`src/hpcc_pkg.sv`:
```
// Shared constants, types and command structs of the hydraulic pressure cycle controller.
`timescale 1ns / 1ps
`default_nettype none
package hpcc_pkg;

    // Field widths.
    localparam int unsigned KEY_W     = 2;
    localparam int unsigned P_W       = 12;
    localparam int unsigned MODE_W    = 3;
    localparam int unsigned SPAN_W    = 20;
    localparam int unsigned TORQ_W    = 17;
    localparam int unsigned ORT_W     = 8;
    localparam int unsigned STATE2_W  = 2;
    localparam int unsigned WAIT_W    = 16;
    localparam int unsigned IDLE_W    = 12;
    localparam int unsigned CFG_IDX_W = 3;
    localparam int unsigned CFG_DAT_W = 20;

    localparam int unsigned IN_TDATA_W  = 16;
    localparam int unsigned OUT_TDATA_W = 40;

    // Target divider: dividend is torque * 160000, quotient kept to Q_W bits and saturated.
    localparam int unsigned TGT_SCALE = 160000;
    localparam int unsigned PROD_W    = 35;
    localparam int unsigned Q_W       = 13;
    localparam int unsigned HI_W      = PROD_W - Q_W;
    localparam int unsigned STEP_W    = 4;
    localparam logic [STEP_W-1:0] DIV_STEPS = STEP_W'(Q_W);

    // Pressure constants in 1/16 units.
    localparam logic [Q_W-1:0] CAP_P      = Q_W'(1120);
    localparam logic [Q_W-1:0] BOLT_LIM   = Q_W'(320);
    localparam logic [Q_W-1:0] BOLT_OFS   = Q_W'(32);
    localparam logic [P_W-1:0] RET_LO     = P_W'(96);
    localparam logic [P_W-1:0] RET_HI     = P_W'(160);
    localparam logic [P_W-1:0] MAN_LIM    = P_W'(320);
    localparam logic [P_W-1:0] MAN_OFS_LO = P_W'(72);
    localparam logic [P_W-1:0] MAN_OFS_HI = P_W'(48);
    localparam logic [P_W-1:0] P_MAX      = '1;

    // Window and report scaling: latch is floor(p*24/25) by reciprocal multiply.
    localparam int unsigned CMP_W     = 20;
    localparam int unsigned X_W       = 17;
    localparam int unsigned RECIP_W   = 18;
    localparam int unsigned CAND_W    = X_W + RECIP_W;
    localparam int unsigned RECIP     = 167773;
    localparam int unsigned RECIP_SH  = 22;

    localparam logic [IDLE_W-1:0] IDLE_LIMIT = IDLE_W'(1500);
    localparam logic [IDLE_W-1:0] IDLE_HOLD  = IDLE_W'(4000);
    localparam int unsigned       WAIT_SCALE = 200;

    // Register indexes.
    localparam logic [CFG_IDX_W-1:0] REG_MODE    = 3'd0;
    localparam logic [CFG_IDX_W-1:0] REG_SPANNER = 3'd1;
    localparam logic [CFG_IDX_W-1:0] REG_USER    = 3'd2;
    localparam logic [CFG_IDX_W-1:0] REG_BOLT    = 3'd3;
    localparam logic [CFG_IDX_W-1:0] REG_GEAR    = 3'd4;
    localparam logic [CFG_IDX_W-1:0] REG_ORT     = 3'd5;

    // Mode codes.
    localparam logic [MODE_W-1:0] MODE_TORQUE = 3'd1;
    localparam logic [MODE_W-1:0] MODE_BOLT   = 3'd2;
    localparam logic [MODE_W-1:0] MODE_GEAR   = 3'd3;
    localparam logic [MODE_W-1:0] MODE_SENSOR = 3'd5;

    // Key codes.
    localparam logic [KEY_W-1:0] KEY_NONE   = 2'd0;
    localparam logic [KEY_W-1:0] KEY_MANUAL = 2'd1;
    localparam logic [KEY_W-1:0] KEY_AUTO   = 2'd2;
    localparam logic [KEY_W-1:0] KEY_STOP   = 2'd3;

    // Valve mode codes.
    localparam logic [1:0] VM_NONE   = 2'd0;
    localparam logic [1:0] VM_AUTO   = 2'd1;
    localparam logic [1:0] VM_MANUAL = 2'd2;

    // Run state codes.
    localparam logic [STATE2_W-1:0] RUN_ACTIVE  = 2'd0;
    localparam logic [STATE2_W-1:0] RUN_STOPPED = 2'd1;
    localparam logic [STATE2_W-1:0] RUN_ENDED   = 2'd2;

    typedef enum logic [4:0] {
        S_IDLE   = 5'b00001,
        S_INIT   = 5'b00010,
        S_DIV    = 5'b00100,
        S_EVAL   = 5'b01000,
        S_COMMIT = 5'b10000
    } t_state;

    typedef struct packed {
        logic capture;
        logic div_init;
        logic div_step;
        logic eval;
        logic commit;
    } t_cmd;

    typedef struct packed {
        logic div_sat;
    } t_status;

endpackage
`default_nettype wire

```
`src/hydraulic_pressure_cycle_controller.sv`:
```
// Top level of the hydraulic pressure cycle controller: sequencer plus datapath.
//
// Usage. Each input word on the s_axis channel is one control tick: a key code
// and a pressure sample. For every accepted word the block returns exactly one
// result word on the m_axis channel with the motor, valve and lamp drives, the
// cycle state, the reported pressure and the oil return wait.
// The six setup registers are written through i_cfg_we / i_cfg_index /
// i_cfg_data while no tick is in flight; a write takes effect at that edge.
// A tick passes through the divider set-up, the 13-step serial divider that turns
// the selected torque and the spanner coefficient into the target pressure (cut
// short when the target saturates), the evaluation and the commit of the result.
// One word is processed at a time: the next word is not taken until the result
// of the last one has been committed.
// s_axis_tready is high only while the block waits for a new word; it may take
// the next word while the previous result still sits in the output register.
// If the receiver stalls, the result is held stable on m_axis_tdata and the
// next tick finishes its computation and then waits before updating the tick state.
// Reset (synchronous, active low) returns all control state and the setup
// registers to their defaults; the spanner coefficient resets to 1.
`timescale 1ns / 1ps
`default_nettype none
module hydraulic_pressure_cycle_controller (
    input  wire                                  i_clk,
    input  wire                                  i_rst_n,
    input  wire                                  i_cfg_we,
    input  wire  [hpcc_pkg::CFG_IDX_W-1:0]       i_cfg_index,
    input  wire  [hpcc_pkg::CFG_DAT_W-1:0]       i_cfg_data,
    input  wire                                  s_axis_tvalid,
    output logic                                 s_axis_tready,
    // Fields from bit 0: key_code[1:0], pressure_sample[13:2], zero pad [15:14].
    input  wire  [hpcc_pkg::IN_TDATA_W-1:0]      s_axis_tdata,
    output logic                                 m_axis_tvalid,
    input  wire                                  m_axis_tready,
    // Fields from bit 0: motor_on[0], valves_open[1], warning_led[2], start_led[3],
    // cycle_state[5:4], auto_drive[6], pressure_reached[7], reported_pressure[19:8],
    // reopen_wait[35:20], zero pad [39:36].
    output logic [hpcc_pkg::OUT_TDATA_W-1:0]     m_axis_tdata
);

    hpcc_pkg::t_cmd    w_cmd;
    hpcc_pkg::t_status w_status;

    // Sequencer: owns the handshakes and steps the datapath through a tick.
    hpcc_ctrl u_ctrl (
        .i_clk      (i_clk),
        .i_rst_n    (i_rst_n),
        .i_s_tvalid (s_axis_tvalid),
        .o_s_tready (s_axis_tready),
        .o_m_tvalid (m_axis_tvalid),
        .i_m_tready (m_axis_tready),
        .i_status   (w_status),
        .o_cmd      (w_cmd)
    );

    // Datapath: setup registers, target divider, tick state and the output word.
    hpcc_datapath u_datapath (
        .i_clk             (i_clk),
        .i_rst_n           (i_rst_n),
        .i_cfg_we          (i_cfg_we),
        .i_cfg_index       (i_cfg_index),
        .i_cfg_data        (i_cfg_data),
        .i_key_code        (s_axis_tdata[hpcc_pkg::KEY_W-1:0]),
        .i_pressure_sample (s_axis_tdata[hpcc_pkg::KEY_W +: hpcc_pkg::P_W]),
        .i_cmd             (w_cmd),
        .o_status          (w_status),
        .o_tdata           (m_axis_tdata)
    );

endmodule
`default_nettype wire

```
`src/hpcc_ctrl.sv`:
```
// Sequencer of the hydraulic pressure cycle controller: handshakes and datapath commands.
`timescale 1ns / 1ps
`default_nettype none
module hpcc_ctrl (
    input  wire                  i_clk,
    input  wire                  i_rst_n,
    input  wire                  i_s_tvalid,
    output logic                 o_s_tready,
    output logic                 o_m_tvalid,
    input  wire                  i_m_tready,
    input  hpcc_pkg::t_status    i_status,
    output hpcc_pkg::t_cmd       o_cmd
);

    hpcc_pkg::t_state                   r_state, n_state;
    logic [hpcc_pkg::STEP_W-1:0]        r_step, n_step;
    logic                               r_out_valid, n_out_valid;
    logic                               w_out_free;

    assign w_out_free = !r_out_valid || i_m_tready;
    assign o_s_tready = (r_state == hpcc_pkg::S_IDLE);
    assign o_m_tvalid = r_out_valid;

    always_comb begin
        n_state      = r_state;
        n_step       = r_step;
        o_cmd        = '0;
        unique case (r_state)
            hpcc_pkg::S_IDLE: begin
                if (i_s_tvalid) begin
                    o_cmd.capture = 1'b1;
                    n_state       = hpcc_pkg::S_INIT;
                end
            end
            hpcc_pkg::S_INIT: begin
                o_cmd.div_init = 1'b1;
                n_step         = '0;
                n_state        = hpcc_pkg::S_DIV;
            end
            hpcc_pkg::S_DIV: begin
                // A saturated quotient needs no further steps.
                o_cmd.div_step = 1'b1;
                n_step         = r_step + 1'b1;
                if (i_status.div_sat || (r_step == hpcc_pkg::DIV_STEPS - 1'b1)) begin
                    n_state = hpcc_pkg::S_EVAL;
                end
            end
            hpcc_pkg::S_EVAL: begin
                o_cmd.eval = 1'b1;
                n_state    = hpcc_pkg::S_COMMIT;
            end
            hpcc_pkg::S_COMMIT: begin
                if (w_out_free) begin
                    o_cmd.commit = 1'b1;
                    n_state      = hpcc_pkg::S_IDLE;
                end
            end
            default: begin
                n_state = hpcc_pkg::S_IDLE;
            end
        endcase
    end

    always_comb begin
        n_out_valid = r_out_valid;
        if (o_cmd.commit) begin
            n_out_valid = 1'b1;
        end else if (i_m_tready) begin
            n_out_valid = 1'b0;
        end
    end

    always_ff @(posedge i_clk) begin
        if (!i_rst_n) begin
            r_state     <= hpcc_pkg::S_IDLE;
            r_step      <= '0;
            r_out_valid <= 1'b0;
        end else begin
            r_state     <= n_state;
            r_step      <= n_step;
            r_out_valid <= n_out_valid;
        end
    end

endmodule
`default_nettype wire

```
`src/hpcc_target.sv`:
```
// Target pressure unit: torque scaling multiply and a serial divider by the spanner coefficient.
`timescale 1ns / 1ps
`default_nettype none
module hpcc_target (
    input  wire                               i_clk,
    input  wire                               i_rst_n,
    input  hpcc_pkg::t_cmd                    i_cmd,
    input  wire  [hpcc_pkg::TORQ_W-1:0]       i_torque,
    input  wire  [hpcc_pkg::SPAN_W-1:0]       i_spanner,
    output hpcc_pkg::t_status                 o_status,
    output logic [hpcc_pkg::Q_W-1:0]          o_quot
);

    logic [hpcc_pkg::PROD_W-1:0] r_prod;
    logic [hpcc_pkg::SPAN_W-1:0] r_rem;
    logic [hpcc_pkg::Q_W-1:0]    r_low;
    logic [hpcc_pkg::Q_W-1:0]    r_quot;
    logic                        r_sat;
    logic [hpcc_pkg::SPAN_W:0]   w_rem2;
    logic                        w_ge;
    logic [hpcc_pkg::SPAN_W:0]   w_diff;

    assign w_rem2 = {r_rem, r_low[hpcc_pkg::Q_W-1]};
    assign w_ge   = (w_rem2 >= {1'b0, i_spanner});
    assign w_diff = w_rem2 - {1'b0, i_spanner};

    // A zero coefficient also marks saturation; the caller replaces it with the cap.
    always_ff @(posedge i_clk) begin
        if (!i_rst_n) begin
            r_sat <= 1'b0;
        end else if (i_cmd.div_init) begin
            r_sat <= (i_spanner == '0) ||
                     (r_prod[hpcc_pkg::PROD_W-1:hpcc_pkg::Q_W] >=
                      hpcc_pkg::HI_W'(i_spanner));
        end
    end

    always_ff @(posedge i_clk) begin
        if (i_cmd.capture) begin
            r_prod <= hpcc_pkg::PROD_W'(i_torque) *
                      hpcc_pkg::PROD_W'(hpcc_pkg::TGT_SCALE);
        end
        if (i_cmd.div_init) begin
            // The upper part is below the divisor unless saturated, so it fits.
            r_rem  <= r_prod[hpcc_pkg::Q_W +: hpcc_pkg::SPAN_W];
            r_low  <= r_prod[hpcc_pkg::Q_W-1:0];
            r_quot <= '0;
        end else if (i_cmd.div_step) begin
            r_rem  <= w_ge ? w_diff[hpcc_pkg::SPAN_W-1:0] : w_rem2[hpcc_pkg::SPAN_W-1:0];
            r_low  <= {r_low[hpcc_pkg::Q_W-2:0], 1'b0};
            r_quot <= {r_quot[hpcc_pkg::Q_W-2:0], w_ge};
        end
    end

    assign o_status.div_sat = r_sat;
    assign o_quot           = r_sat ? '1 : r_quot;

endmodule
`default_nettype wire

```
`src/hpcc_datapath.sv`:
```
// Datapath: configuration registers, target evaluation and the tick state update.
`timescale 1ns / 1ps
`default_nettype none
module hpcc_datapath (
    input  wire                                  i_clk,
    input  wire                                  i_rst_n,
    input  wire                                  i_cfg_we,
    input  wire  [hpcc_pkg::CFG_IDX_W-1:0]       i_cfg_index,
    input  wire  [hpcc_pkg::CFG_DAT_W-1:0]       i_cfg_data,
    input  wire  [hpcc_pkg::KEY_W-1:0]           i_key_code,
    input  wire  [hpcc_pkg::P_W-1:0]             i_pressure_sample,
    input  hpcc_pkg::t_cmd                       i_cmd,
    output hpcc_pkg::t_status                    o_status,
    output logic [hpcc_pkg::OUT_TDATA_W-1:0]     o_tdata
);

    // Configuration.
    logic [hpcc_pkg::MODE_W-1:0] r_mode;
    logic [hpcc_pkg::SPAN_W-1:0] r_spanner;
    logic [hpcc_pkg::TORQ_W-1:0] r_user_torque;
    logic [hpcc_pkg::TORQ_W-1:0] r_bolt_torque;
    logic [hpcc_pkg::TORQ_W-1:0] r_gear_torque;
    logic [hpcc_pkg::ORT_W-1:0]  r_ort;

    // Captured word and evaluation results.
    logic [hpcc_pkg::KEY_W-1:0]  r_key;
    logic [hpcc_pkg::P_W-1:0]    r_p;
    logic                        r_ge;
    logic                        r_win;
    logic [hpcc_pkg::P_W-1:0]    r_cand;

    // Tick state.
    logic                          r_motor, n_motor;
    logic [1:0]                    r_vmode, n_vmode;
    logic                          r_reached, n_reached;
    logic [hpcc_pkg::IDLE_W-1:0]   r_idle, n_idle;
    logic [hpcc_pkg::STATE2_W-1:0] r_run, n_run;
    logic                          r_auto, n_auto;
    logic [hpcc_pkg::P_W-1:0]      r_latched, n_latched;
    logic                          r_valve, n_valve;
    logic                          r_warn, n_warn;
    logic                          r_start, n_start;
    logic [hpcc_pkg::WAIT_W-1:0]   w_wait;

    logic [hpcc_pkg::OUT_TDATA_W-1:0] r_tdata;

    logic [hpcc_pkg::TORQ_W-1:0]   w_torque;
    logic [hpcc_pkg::Q_W-1:0]      w_quot;
    logic [hpcc_pkg::Q_W-1:0]      w_tgt;
    logic                          w_active;
    logic [hpcc_pkg::CMP_W-1:0]    w_p96;
    logic [hpcc_pkg::CMP_W-1:0]    w_t97;
    logic [hpcc_pkg::CMP_W-1:0]    w_t103;
    logic [hpcc_pkg::X_W-1:0]      w_x;
    logic [hpcc_pkg::CAND_W-1:0]   w_cand_prod;
    logic [hpcc_pkg::P_W:0]        w_man_sum;
    logic [hpcc_pkg::IDLE_W-1:0]   w_idle_inc;

    always_ff @(posedge i_clk) begin
        if (!i_rst_n) begin
            r_mode        <= '0;
            r_spanner     <= hpcc_pkg::SPAN_W'(1);
            r_user_torque <= '0;
            r_bolt_torque <= '0;
            r_gear_torque <= '0;
            r_ort         <= '0;
        end else if (i_cfg_we) begin
            unique case (i_cfg_index)
                hpcc_pkg::REG_MODE:    r_mode        <= i_cfg_data[hpcc_pkg::MODE_W-1:0];
                hpcc_pkg::REG_SPANNER: r_spanner     <= i_cfg_data[hpcc_pkg::SPAN_W-1:0];
                hpcc_pkg::REG_USER:    r_user_torque <= i_cfg_data[hpcc_pkg::TORQ_W-1:0];
                hpcc_pkg::REG_BOLT:    r_bolt_torque <= i_cfg_data[hpcc_pkg::TORQ_W-1:0];
                hpcc_pkg::REG_GEAR:    r_gear_torque <= i_cfg_data[hpcc_pkg::TORQ_W-1:0];
                hpcc_pkg::REG_ORT:     r_ort         <= i_cfg_data[hpcc_pkg::ORT_W-1:0];
                default: ;
            endcase
        end
    end

    always_comb begin
        unique case (r_mode)
            hpcc_pkg::MODE_BOLT: w_torque = r_bolt_torque;
            hpcc_pkg::MODE_GEAR: w_torque = r_gear_torque;
            default:             w_torque = r_user_torque;
        endcase
    end

    hpcc_target u_target (
        .i_clk     (i_clk),
        .i_rst_n   (i_rst_n),
        .i_cmd     (i_cmd),
        .i_torque  (w_torque),
        .i_spanner (r_spanner),
        .o_status  (o_status),
        .o_quot    (w_quot)
    );

    // Final target: cap outside sensor mode or on a zero spanner, bolt offset on the auto key in bolt mode.
    always_comb begin
        if (r_spanner == '0) begin
            w_tgt = hpcc_pkg::CAP_P;
        end else if ((r_mode != hpcc_pkg::MODE_SENSOR) && (w_quot >= hpcc_pkg::CAP_P)) begin
            w_tgt = hpcc_pkg::CAP_P;
        end else begin
            w_tgt = w_quot;
        end
        if ((r_mode == hpcc_pkg::MODE_BOLT) && (r_key == hpcc_pkg::KEY_AUTO) &&
            (w_tgt < hpcc_pkg::BOLT_LIM)) begin
            w_tgt = (w_tgt >= hpcc_pkg::BOLT_OFS) ? (w_tgt - hpcc_pkg::BOLT_OFS) : '0;
        end
    end

    assign w_p96       = (hpcc_pkg::CMP_W'(r_p) << 6) + (hpcc_pkg::CMP_W'(r_p) << 5);
    assign w_t97       = hpcc_pkg::CMP_W'(w_tgt) * hpcc_pkg::CMP_W'(97);
    assign w_t103      = hpcc_pkg::CMP_W'(w_tgt) * hpcc_pkg::CMP_W'(103);
    assign w_x         = (hpcc_pkg::X_W'(r_p) << 4) + (hpcc_pkg::X_W'(r_p) << 3);
    assign w_cand_prod = hpcc_pkg::CAND_W'(w_x) * hpcc_pkg::CAND_W'(hpcc_pkg::RECIP);

    always_ff @(posedge i_clk) begin
        if (i_cmd.capture) begin
            r_key <= i_key_code;
            r_p   <= i_pressure_sample;
        end
        if (i_cmd.eval) begin
            r_ge   <= ({1'b0, r_p} >= w_tgt);
            r_win  <= (w_p96 <= w_t103) && (w_p96 >= w_t97);
            r_cand <= w_cand_prod[hpcc_pkg::RECIP_SH +: hpcc_pkg::P_W];
        end
    end

    assign w_active   = (r_mode == hpcc_pkg::MODE_TORQUE) || (r_mode == hpcc_pkg::MODE_BOLT) ||
                        (r_mode == hpcc_pkg::MODE_GEAR) || (r_mode == hpcc_pkg::MODE_SENSOR);
    assign w_man_sum  = {1'b0, r_p} + {1'b0, ((r_latched < hpcc_pkg::MAN_LIM) ?
                        hpcc_pkg::MAN_OFS_LO : hpcc_pkg::MAN_OFS_HI)};
    assign w_idle_inc = r_idle + 1'b1;

    always_comb begin
        n_motor   = r_motor;
        n_vmode   = r_vmode;
        n_reached = r_reached;
        n_idle    = r_idle;
        n_run     = r_run;
        n_auto    = r_auto;
        n_latched = r_latched;
        n_valve   = r_valve;
        n_warn    = r_warn;
        n_start   = r_start;
        w_wait    = '0;
        if (!w_active) begin
            n_motor = 1'b0;
            n_valve = 1'b0;
            n_warn  = 1'b0;
            n_start = 1'b0;
        end else begin
            unique case (r_key)
                hpcc_pkg::KEY_STOP: begin
                    n_idle  = '0;
                    n_motor = 1'b0;
                    n_valve = 1'b0;
                end
                hpcc_pkg::KEY_AUTO: begin
                    n_idle  = '0;
                    n_vmode = hpcc_pkg::VM_AUTO;
                    n_auto  = 1'b1;
                    n_motor = 1'b1;
                    if (r_ge && !r_reached) begin
                        if (r_win) begin
                            n_latched = r_cand;
                        end
                        n_run     = hpcc_pkg::RUN_STOPPED;
                        n_reached = 1'b1;
                        n_valve   = 1'b0;
                        n_warn    = 1'b0;
                    end else if ((r_p < hpcc_pkg::RET_HI) && (r_p >= hpcc_pkg::RET_LO) &&
                                 r_reached) begin
                        w_wait    = hpcc_pkg::WAIT_W'(r_ort) *
                                    hpcc_pkg::WAIT_W'(hpcc_pkg::WAIT_SCALE);
                        n_run     = hpcc_pkg::RUN_ACTIVE;
                        n_reached = 1'b0;
                        n_valve   = 1'b1;
                        n_warn    = 1'b1;
                    end else if ((r_p < hpcc_pkg::RET_HI) && !r_reached) begin
                        n_run   = hpcc_pkg::RUN_ACTIVE;
                        n_valve = 1'b1;
                        n_warn  = 1'b1;
                    end
                end
                hpcc_pkg::KEY_MANUAL: begin
                    n_idle    = '0;
                    n_auto    = 1'b0;
                    n_motor   = 1'b1;
                    n_run     = hpcc_pkg::RUN_ACTIVE;
                    n_vmode   = hpcc_pkg::VM_MANUAL;
                    n_latched = w_man_sum[hpcc_pkg::P_W] ? hpcc_pkg::P_MAX
                                                         : w_man_sum[hpcc_pkg::P_W-1:0];
                    n_valve   = 1'b1;
                    n_start   = 1'b1;
                end
                default: begin
                    // No key: end the stroke that is under way, then count idle ticks.
                    if (r_vmode == hpcc_pkg::VM_MANUAL) begin
                        n_run   = hpcc_pkg::RUN_STOPPED;
                        n_vmode = hpcc_pkg::VM_NONE;
                        n_valve = 1'b0;
                        n_start = 1'b0;
                    end else if (r_vmode == hpcc_pkg::VM_AUTO) begin
                        n_run     = hpcc_pkg::RUN_ENDED;
                        n_reached = 1'b0;
                        n_vmode   = hpcc_pkg::VM_NONE;
                        n_valve   = 1'b0;
                        n_warn    = 1'b0;
                    end
                    n_idle = w_idle_inc;
                    if (w_idle_inc >= hpcc_pkg::IDLE_LIMIT) begin
                        n_idle = hpcc_pkg::IDLE_HOLD;
                        if (r_motor) begin
                            n_motor = 1'b0;
                            n_valve = 1'b0;
                            n_warn  = 1'b0;
                            n_start = 1'b0;
                        end
                    end
                end
            endcase
        end
    end

    always_ff @(posedge i_clk) begin
        if (!i_rst_n) begin
            r_motor   <= 1'b0;
            r_vmode   <= hpcc_pkg::VM_NONE;
            r_reached <= 1'b0;
            r_idle    <= '0;
            r_run     <= hpcc_pkg::RUN_ACTIVE;
            r_auto    <= 1'b0;
            r_latched <= '0;
            r_valve   <= 1'b0;
            r_warn    <= 1'b0;
            r_start   <= 1'b0;
        end else if (i_cmd.commit) begin
            r_motor   <= n_motor;
            r_vmode   <= n_vmode;
            r_reached <= n_reached;
            r_idle    <= n_idle;
            r_run     <= n_run;
            r_auto    <= n_auto;
            r_latched <= n_latched;
            r_valve   <= n_valve;
            r_warn    <= n_warn;
            r_start   <= n_start;
        end
    end

    always_ff @(posedge i_clk) begin
        if (i_cmd.commit) begin
            r_tdata <= {4'b0000, w_wait, n_latched, n_reached, n_auto, n_run,
                        n_start, n_warn, n_valve, n_motor};
        end
    end

    assign o_tdata = r_tdata;

endmodule
`default_nettype wire

```
`config.mk`:
```
export PLATFORM = sky130hd
export DESIGN_NAME = hydraulic_pressure_cycle_controller
export DESIGN_NICKNAME = d
export VERILOG_FILES = /design/src/hpcc_pkg.sv /design/src/hydraulic_pressure_cycle_controller.sv /design/src/hpcc_ctrl.sv /design/src/hpcc_target.sv /design/src/hpcc_datapath.sv
export SDC_FILE = /design/constraint.sdc
export NUM_CORES = 1
export LEC_CHECK = 0
export BUFFER_PORTS_ARGS = -buffer_cell sky130_fd_sc_hd__buf_2
export CAP_MARGIN = 20
export CORE_UTILIZATION = 30
export DETAILED_ROUTE_END_ITERATION = 7
export MAX_ROUTING_LAYER = met4
export SYNTH_ARGS = -nofsm -noshare
export SYNTH_HDL_FRONTEND = slang
export SYNTH_HIERARCHICAL = 1
export SYNTH_SLANG_ARGS = --single-unit
```
`constraint.sdc`:
```
create_clock -name i_clk -period 24.3 [get_ports i_clk]
set_input_delay 4.86 -clock i_clk [delete_from_list [all_inputs] [get_ports i_clk]]
set_output_delay 4.86 -clock i_clk [all_outputs]
set_load 0.1 [all_outputs]
```
==> metrics.md, run 1 <==
| Metric | Value |
|---|---|
| Status | `finished, final reports clean` |
| Slew Viols, Final | `0` |
| Hold buffer count at cts | `0` |
| RSZ-0062 raised after global routing | `no` |
| Clock skew | `40.4 ps` |
| Seq. cell area | `6200 sq um` |
| Fillers | `8519` |
| Ports | `86` |
| Hold path depth | `2` |
| Synth top area share | `0.214` |
| Routed vias/inst | `4.87` |
| Post-CTS Setup Bufs | `0` |
| CTS tree | `yes` |
| Area Overhead vs Synth | `10.5%` |
| Core ar. | `82100 sq um` |
| HP Start | `u_datapath/r_bolt_torque[2]$_SDFFE_PN0P_` |
| Routed len/inst | `15.8 um` |
| Fin crit share | `0.380` |
| Root Driver | `clkbuf_16` |
| Final min period | `9230 ps` |
| Rows | `105` |
| Initial Utilization | `0.303` |
| GR Util All Layers | `0.149` |
| Async SR Flop Fraction | `0` |
| Largest net degree at the start of global routing | `85` |
| Pre-Repair DR Iteration Count | `5` |
| HP Class | `reg -> reg` |
| Slew @ Worst Pin | `1000 ps` |
| Area leader, netlist | `ha_1` |
| Post-layout util | `0.335` |
| Crit path from | `u_datapath/u_target/o_status$_SDFFE_PN0P_` |
| Number of synthesized flops with an enable pin | `113` |
| Top FF cell, synth | `dfxtp_1` |
| Fin Setup TNS | `0 ps` |
| Synth Instances | `2695` |
| Sink Count | `253` |
| Die height | `290 um` |
| Setup Viol. Count Final | `0` |
| Share of cells above drive strength 1 | `0.0756` |
| Final Hold Viols | `0` |
| Synth Register Bits | `253` |
| Relative slew slack | `0.334` |
| Most used cell along the critical path | `ha_1` |
| Grt ovf | `0` |
| Avg Synthesized Cell Area | `9.23 sq um` |
| Critical-path top delay cell | `nor3_1` |
| Layout Nets | `3387` |
| Antenna violations before repair | `7` |
| Post-DRT Antenna Nets | `0` |
| Multi-input gate area | `16900 sq um` |
| Buffers on Ports | `76` |
| Crit. End Element | `register` |
| Sequential area share after synthesis | `0.249` |
| Clock Pin Slew Worst Setup and Hold Paths | `70 ps` |
| Synth top area cells | `ha_1 21%, edfxtp_1 14%, fa_1 13%` |
| First-pass GRT wire length | `98.6 mm` |
| Clock latency on the worst-skew pair | `600 ps` |
| Fin Hold WS | `453 ps` |
| Die Wd | `290 um` |
| Initial DRC count | `1062` |
| TritonCTS buffer count | `28` |
| R2R cell count | `32` |
| Worst path arrival time | `9550 ps` |
| CP Class | `reg -> reg` |
| Vias in the first global route | `18.3k` |
| Detailed placement HPWL | `48.3 mm` |
| Synth Cell Area | `24900 sq um` |
| Worst path max stage delay | `800 ps` |
| RR Startpoint | `u_datapath/u_target/o_status$_SDFFE_PN0P_` |
| CTS HTree Levels | `1` |
| Die ar. | `84000 sq um` |
| WP data required | `24630 ps` |
| Max Fclk | `108 MHz` |
| RD Place Congestion | `0.881` |
| Post-CTS Resized | `0` |
| Remaining DRCs | `0` |
| CP Launch Type | `register` |
| Vias post-DR | `18.8k` |
| Max clock buf depth | `3` |
| Largest fanout on the critical path | `15` |
| Yosys warning total | `6` |
| Post-synth top cells | `425 x ha_1, 389 x inv_1, 283 x nand2_1, 209 x a21oi_1, 163 x fa_1` |
| Unique cell type count in the Yosys netlist | `91` |
| Maximum Capacitance Violations | `0` |
| Most common cell in the synthesized netlist | `ha_1` |
| Routed WL | `60.8 mm` |
==> logic make-up (layout without fill, tap and decap cells) <==
kind of cell	count (synthesis)	after routing	synth area share
flip-flops	253	253	0.249
AND/OR/NAND/NOR	672	672	0.129
buffers and inverters	468	544	0.0734
adder cells (fa/ha/maj)	589	589	0.345
AO/OA/AOI/OAI	551	551	0.143
multiplexers	62	62	0.0257
other	1	15	0.000151
XOR/XNOR	99	99	0.0349
==> layout by cell type, fill, tap and decap left out, types with 18 or more instances in the layout <==
cell,count
inv_1,388
o21ai_0,87
and2_1,21
buf_4,25
o21bai_1,21
nor2_1,119
a21oi_1,209
dfxtp_1,140
or2_2,26
nor2b_1,29
nand4_1,22
nor3_1,30
a211oi_1,18
nand3_1,38
xor2_1,41
buf_2,76
edfxtp_1,113
fa_1,163
ha_1,425
nand2b_1,22
nand2_1,283
clkbuf_16,31
a21o_1,41
mux2i_1,51
xnor2_1,57
==> layer usage <==
| layer | track usage | up-vias | share of wire |
|---|---|---|---|
| li1 | - | 9426 | - |
| met1 | 0.203 | 8981 | 0.48 |
| met2 | 0.230 | 297 | 0.45 |
| met3 | 0.0219 | 76 | 0.047 |
| met4 | 0.0375 | 0 | 0.021 |
| met5 | - | - | 0 |
==> critical path: cells and delay by family, from the launching register on <==
| kind | cells | cell delay (ps) |
|---|---|---|
| AOI/OAI and AO/OA | 14 | 3130 |
| adders and majority gates | 7 | 2700 |
| buffers and inverters | 2 | 90 |
| DFF | 1 | 490 |
| muxes | 1 | 230 |
| and+or+nand+nor | 8 | 2310 |
==> worst paths after layout <==
kind                                              endpoint  slack, ps
hold reg to reg   u_datapath/r_bolt_torque[2]$_SDFFE_PN0P_        450
setup / recovery                u_datapath/r_win$_DFFE_PP_      15070
setup reg to reg                u_datapath/r_win$_DFFE_PP_      15070
hold / removal    u_datapath/r_bolt_torque[2]$_SDFFE_PN0P_        450
==> layout make-up <==
| class | count | area share |
|---|---|---|
| clock buffer | 41 | 0.0307 |
| sequential | 253 | 0.225 |
| timing repair buffer | 102 | 0.0214 |
| antenna | 8 | 0.000728 |
| clock inverter | 11 | 0.00496 |
| inverter | 390 | 0.0533 |
| tap | 1070 | 0.0487 |
| multi-input combinational | 1980 | 0.615 |
==> per-stage QoR <==
stage	setup WS [ps]	instances	instance area, sq um
2_1_floorplan	16260	2701	24900
3_3_place_gp	15150	3794	26500
3_5_place_dp	15180	3794	26500
4_1_cts	15110	3846	27400
5_1_grt	14410	3853	27500
6_report	15070	3855	27500
==> registers in the layout (all words and copies together) (netlist names), 8 cells and up <==
signal	cells
u_datapath/o_tdata	33
u_datapath/r_bolt_torque	17
u_datapath/r_cand	12
u_datapath/r_gear_torque	17
u_datapath/r_idle	12
u_datapath/r_latched	12
u_datapath/r_ort	8
u_datapath/r_p	12
u_datapath/r_spanner	20
u_datapath/r_user_torque	17
u_datapath/u_target/r_prod	27
u_datapath/u_target/r_quot	13
u_datapath/u_target/r_rem	20
Power of run 1 is left out: the tool's default activity adds up to more than one toggle a clock period on the data nets, which glitch-free logic cannot reach.
==> run 2, diff against run 1 <==
clock period = 8.2 ns   (was 24.3 ns; I/O delays follow)
==> metrics.md, run 2 (synthesized netlist as in run 1, its figures left out) <==
| Metric | Value |
|---|---|
| Ports | `86 (unchanged)` |
| RD Place Congestion | `0.883 (was 0.881)` |
| Worst path max stage delay | `520 ps (was 800 ps)` |
| Max clock buf depth | `3 (unchanged)` |
| Placed inst area | `27000 sq um (was 26500 sq um)` |
| Worst path depth | `37 (was 32)` |
| Initial Utilization | `0.303 (unchanged)` |
| Fin crit share | `0.978 (was 0.380)` |
| TritonCTS buffer count | `28 (unchanged)` |
| CP Launch Type | `register (unchanged)` |
| Worst path arrival time | `8330 ps (was 9550 ps)` |
| Relative slew slack | `0.363 (was 0.334)` |
| Clock skew | `42.5 ps (was 40.4 ps)` |
| Most common cell after layout, fill and taps aside | `ha_1 (unchanged)` |
| Post-layout util | `0.344 (was 0.335)` |
| Post-route cell area | `28200 sq um (was 27500 sq um)` |
| Pre-Repair DR Iteration Count | `6 (was 5)` |
| R2R cell count | `37 (was 32)` |
| HP Class | `reg -> reg (unchanged)` |
| Remaining DRCs | `0 (unchanged)` |
| Share of cells above drive strength 1 | `0.111 (was 0.0756)` |
| Maximum Capacitance Violations | `0 (unchanged)` |
| Critical-path top delay cell | `fa_1 (was nor3_1)` |
| Detailed placement HPWL | `50.0 mm (was 48.3 mm)` |
| Rows | `105 (unchanged)` |
| Max rail drop VDD | `903 uV` |
| RSZ-0062 raised after global routing | `yes (was no)` |
| Grt ovf | `0 (unchanged)` |
| Crit. End Element | `register (unchanged)` |
| Antenna violations before repair | `5 (was 7)` |
| CTS HTree Levels | `1 (unchanged)` |
| PwrDens | `458 nW/um^2` |
| Routed vias/inst | `4.85 (was 4.87)` |
| CTS tree | `yes (unchanged)` |
| Hold buffer count at cts | `0 (unchanged)` |
| Vias post-DR | `19.0k (was 18.8k)` |
| Clock Pin Slew Worst Setup and Hold Paths | `60 ps (was 70 ps)` |
| Slew @ Worst Pin | `953 ps (was 1000 ps)` |
| Hold path depth | `2 (unchanged)` |
| Area Overhead vs Synth | `13.6% (was 10.5%)` |
| Buffers on Ports | `76 (unchanged)` |
| Core ar. | `82100 sq um (unchanged)` |
| Worst path top cell family by delay | `adder cells (was compound AO/OA/AOI/OAI gates)` |
| Reg-to-reg slack, setup | `180 ps (was 15070 ps)` |
| Max reg flops | `33 (unchanged)` |
| Routed len/inst | `15.8 um (about the same)` |
| WP data required | `8520 ps (was 24630 ps)` |
| Die height | `290 um (unchanged)` |
| Slew Viols, Final | `0 (unchanged)` |
| CP bufs+invs | `7 (was 2)` |
| Max Fclk | `125 MHz (was 108 MHz)` |
| Largest fanout on the critical path | `5 (was 15)` |
| Die ar. | `84000 sq um (unchanged)` |
| Routed WL | `62.1 mm (was 60.8 mm)` |
| Largest net degree at the start of global routing | `82 (was 85)` |
| Vias in the first global route | `18.2k (was 18.3k)` |
| Commonest cells after routing, fill and taps aside | `416 x ha_1, 382 x inv_1, 283 x nand2_1 (was 425 x ha_1, 388 x inv_1, 283 x nand2_1)` |
| Leak | `12.9 nW` |
| Sink Count | `253 (unchanged)` |
| Status | `finished, final reports clean (unchanged)` |
| Initial DRC count | `1137 (was 1062)` |
| Setup Viol. Count Final | `0 (unchanged)` |
| Fillers | `8358 (was 8519)` |
| CP Class | `reg -> reg (unchanged)` |
| Root Driver | `clkbuf_16 (unchanged)` |
| Final Hold Viols | `0 (unchanged)` |
| Clock latency on the worst-skew pair | `590 ps (was 600 ps)` |
| Final min period | `8020 ps (was 9230 ps)` |
| First-pass GRT wire length | `98.9 mm (was 98.6 mm)` |
| GR Util All Layers | `0.150 (was 0.149)` |
| Post-DRT Antenna Nets | `0 (unchanged)` |
| Die Wd | `290 um (unchanged)` |
| Layout Nets | `3459 (was 3387)` |
[run 2: worst reg2reg max path: cells and delay by family (launching register included)]
family	cells	cell delay [ps]
buffers and inverters	7	700
adders and majority gates	7	2410
AOI/OAI and AO/OA	12	2260
and+or+nand+nor	10	1810
DFF	1	360
muxes	1	170
[run 2: layout make-up]
cell class	count	area, sq um	area share
multi-input combinational	1980	17100	0.606
sequential	253	6200	0.220
inverter	390	1470	0.0519
tap	1070	1340	0.0474
timing repair buffer	174	1130	0.0401
clock buffer	38	811	0.0287
clock inverter	14	168	0.00594
antenna	5	12.5	0.000443
[run 2: final timing paths]
path,from,end
max,u_datapath/r_spanner[6]$_SDFFE_PN0P_,u_datapath/r_win$_DFFE_PP_
min reg2reg,u_datapath/r_bolt_torque[1]$_SDFFE_PN0P_,u_datapath/r_bolt_torque[1]$_SDFFE_PN0P_
max reg2reg,u_datapath/r_spanner[6]$_SDFFE_PN0P_,u_datapath/r_win$_DFFE_PP_
min,u_datapath/r_bolt_torque[1]$_SDFFE_PN0P_,u_datapath/r_bolt_torque[1]$_SDFFE_PN0P_
[run 2: per-layer routing]
layer | track usage | routed length (um) | vias to the layer above | part of all wire
li1 | - | - | 9550 | -
met3 | 0.0189 | 2970 | 62 | 0.048
met4 | 0.0328 | 1200 | 0 | 0.019
met5 | - | 0 | - | 0
met1 | 0.208 | 29900 | 9067 | 0.48
met2 | 0.233 | 27900 | 346 | 0.45
[run 2: stage by stage]
step	std cells	total power, mW	hold WS, ps	worst slack, ps	setup TNS [ps]
2_1_floorplan	2701	9.18	436	158	0
3_3_place_gp	3860	11.5	441	-19.2	-19.2
3_5_place_dp	3860	11.6	446	5.08	0
4_1_cts	3912	13.1	454	11.0	0
5_1_grt	3924	14.7	473	-75.1	-75.1
6_report	3924	12.9	453	184	0
[run 2: power by group]
group | internal (mW) | switching (mW) | leakage (nW)
sequential | 1.68 | 0.0320 | 2.14
clock | 0.790 | 0.559 | 0.475
combinational | 4.39 | 5.48 | 10.3
[run 2: what timing repair did]
action,in CTS,in global routing
pin swaps,0,27
gates cloned,0,0
setup buffers,0,6
resized for setup,3,47
endpoints found under the setup margin,1,5
Note: power is estimated with default switching activity, not from simulation.
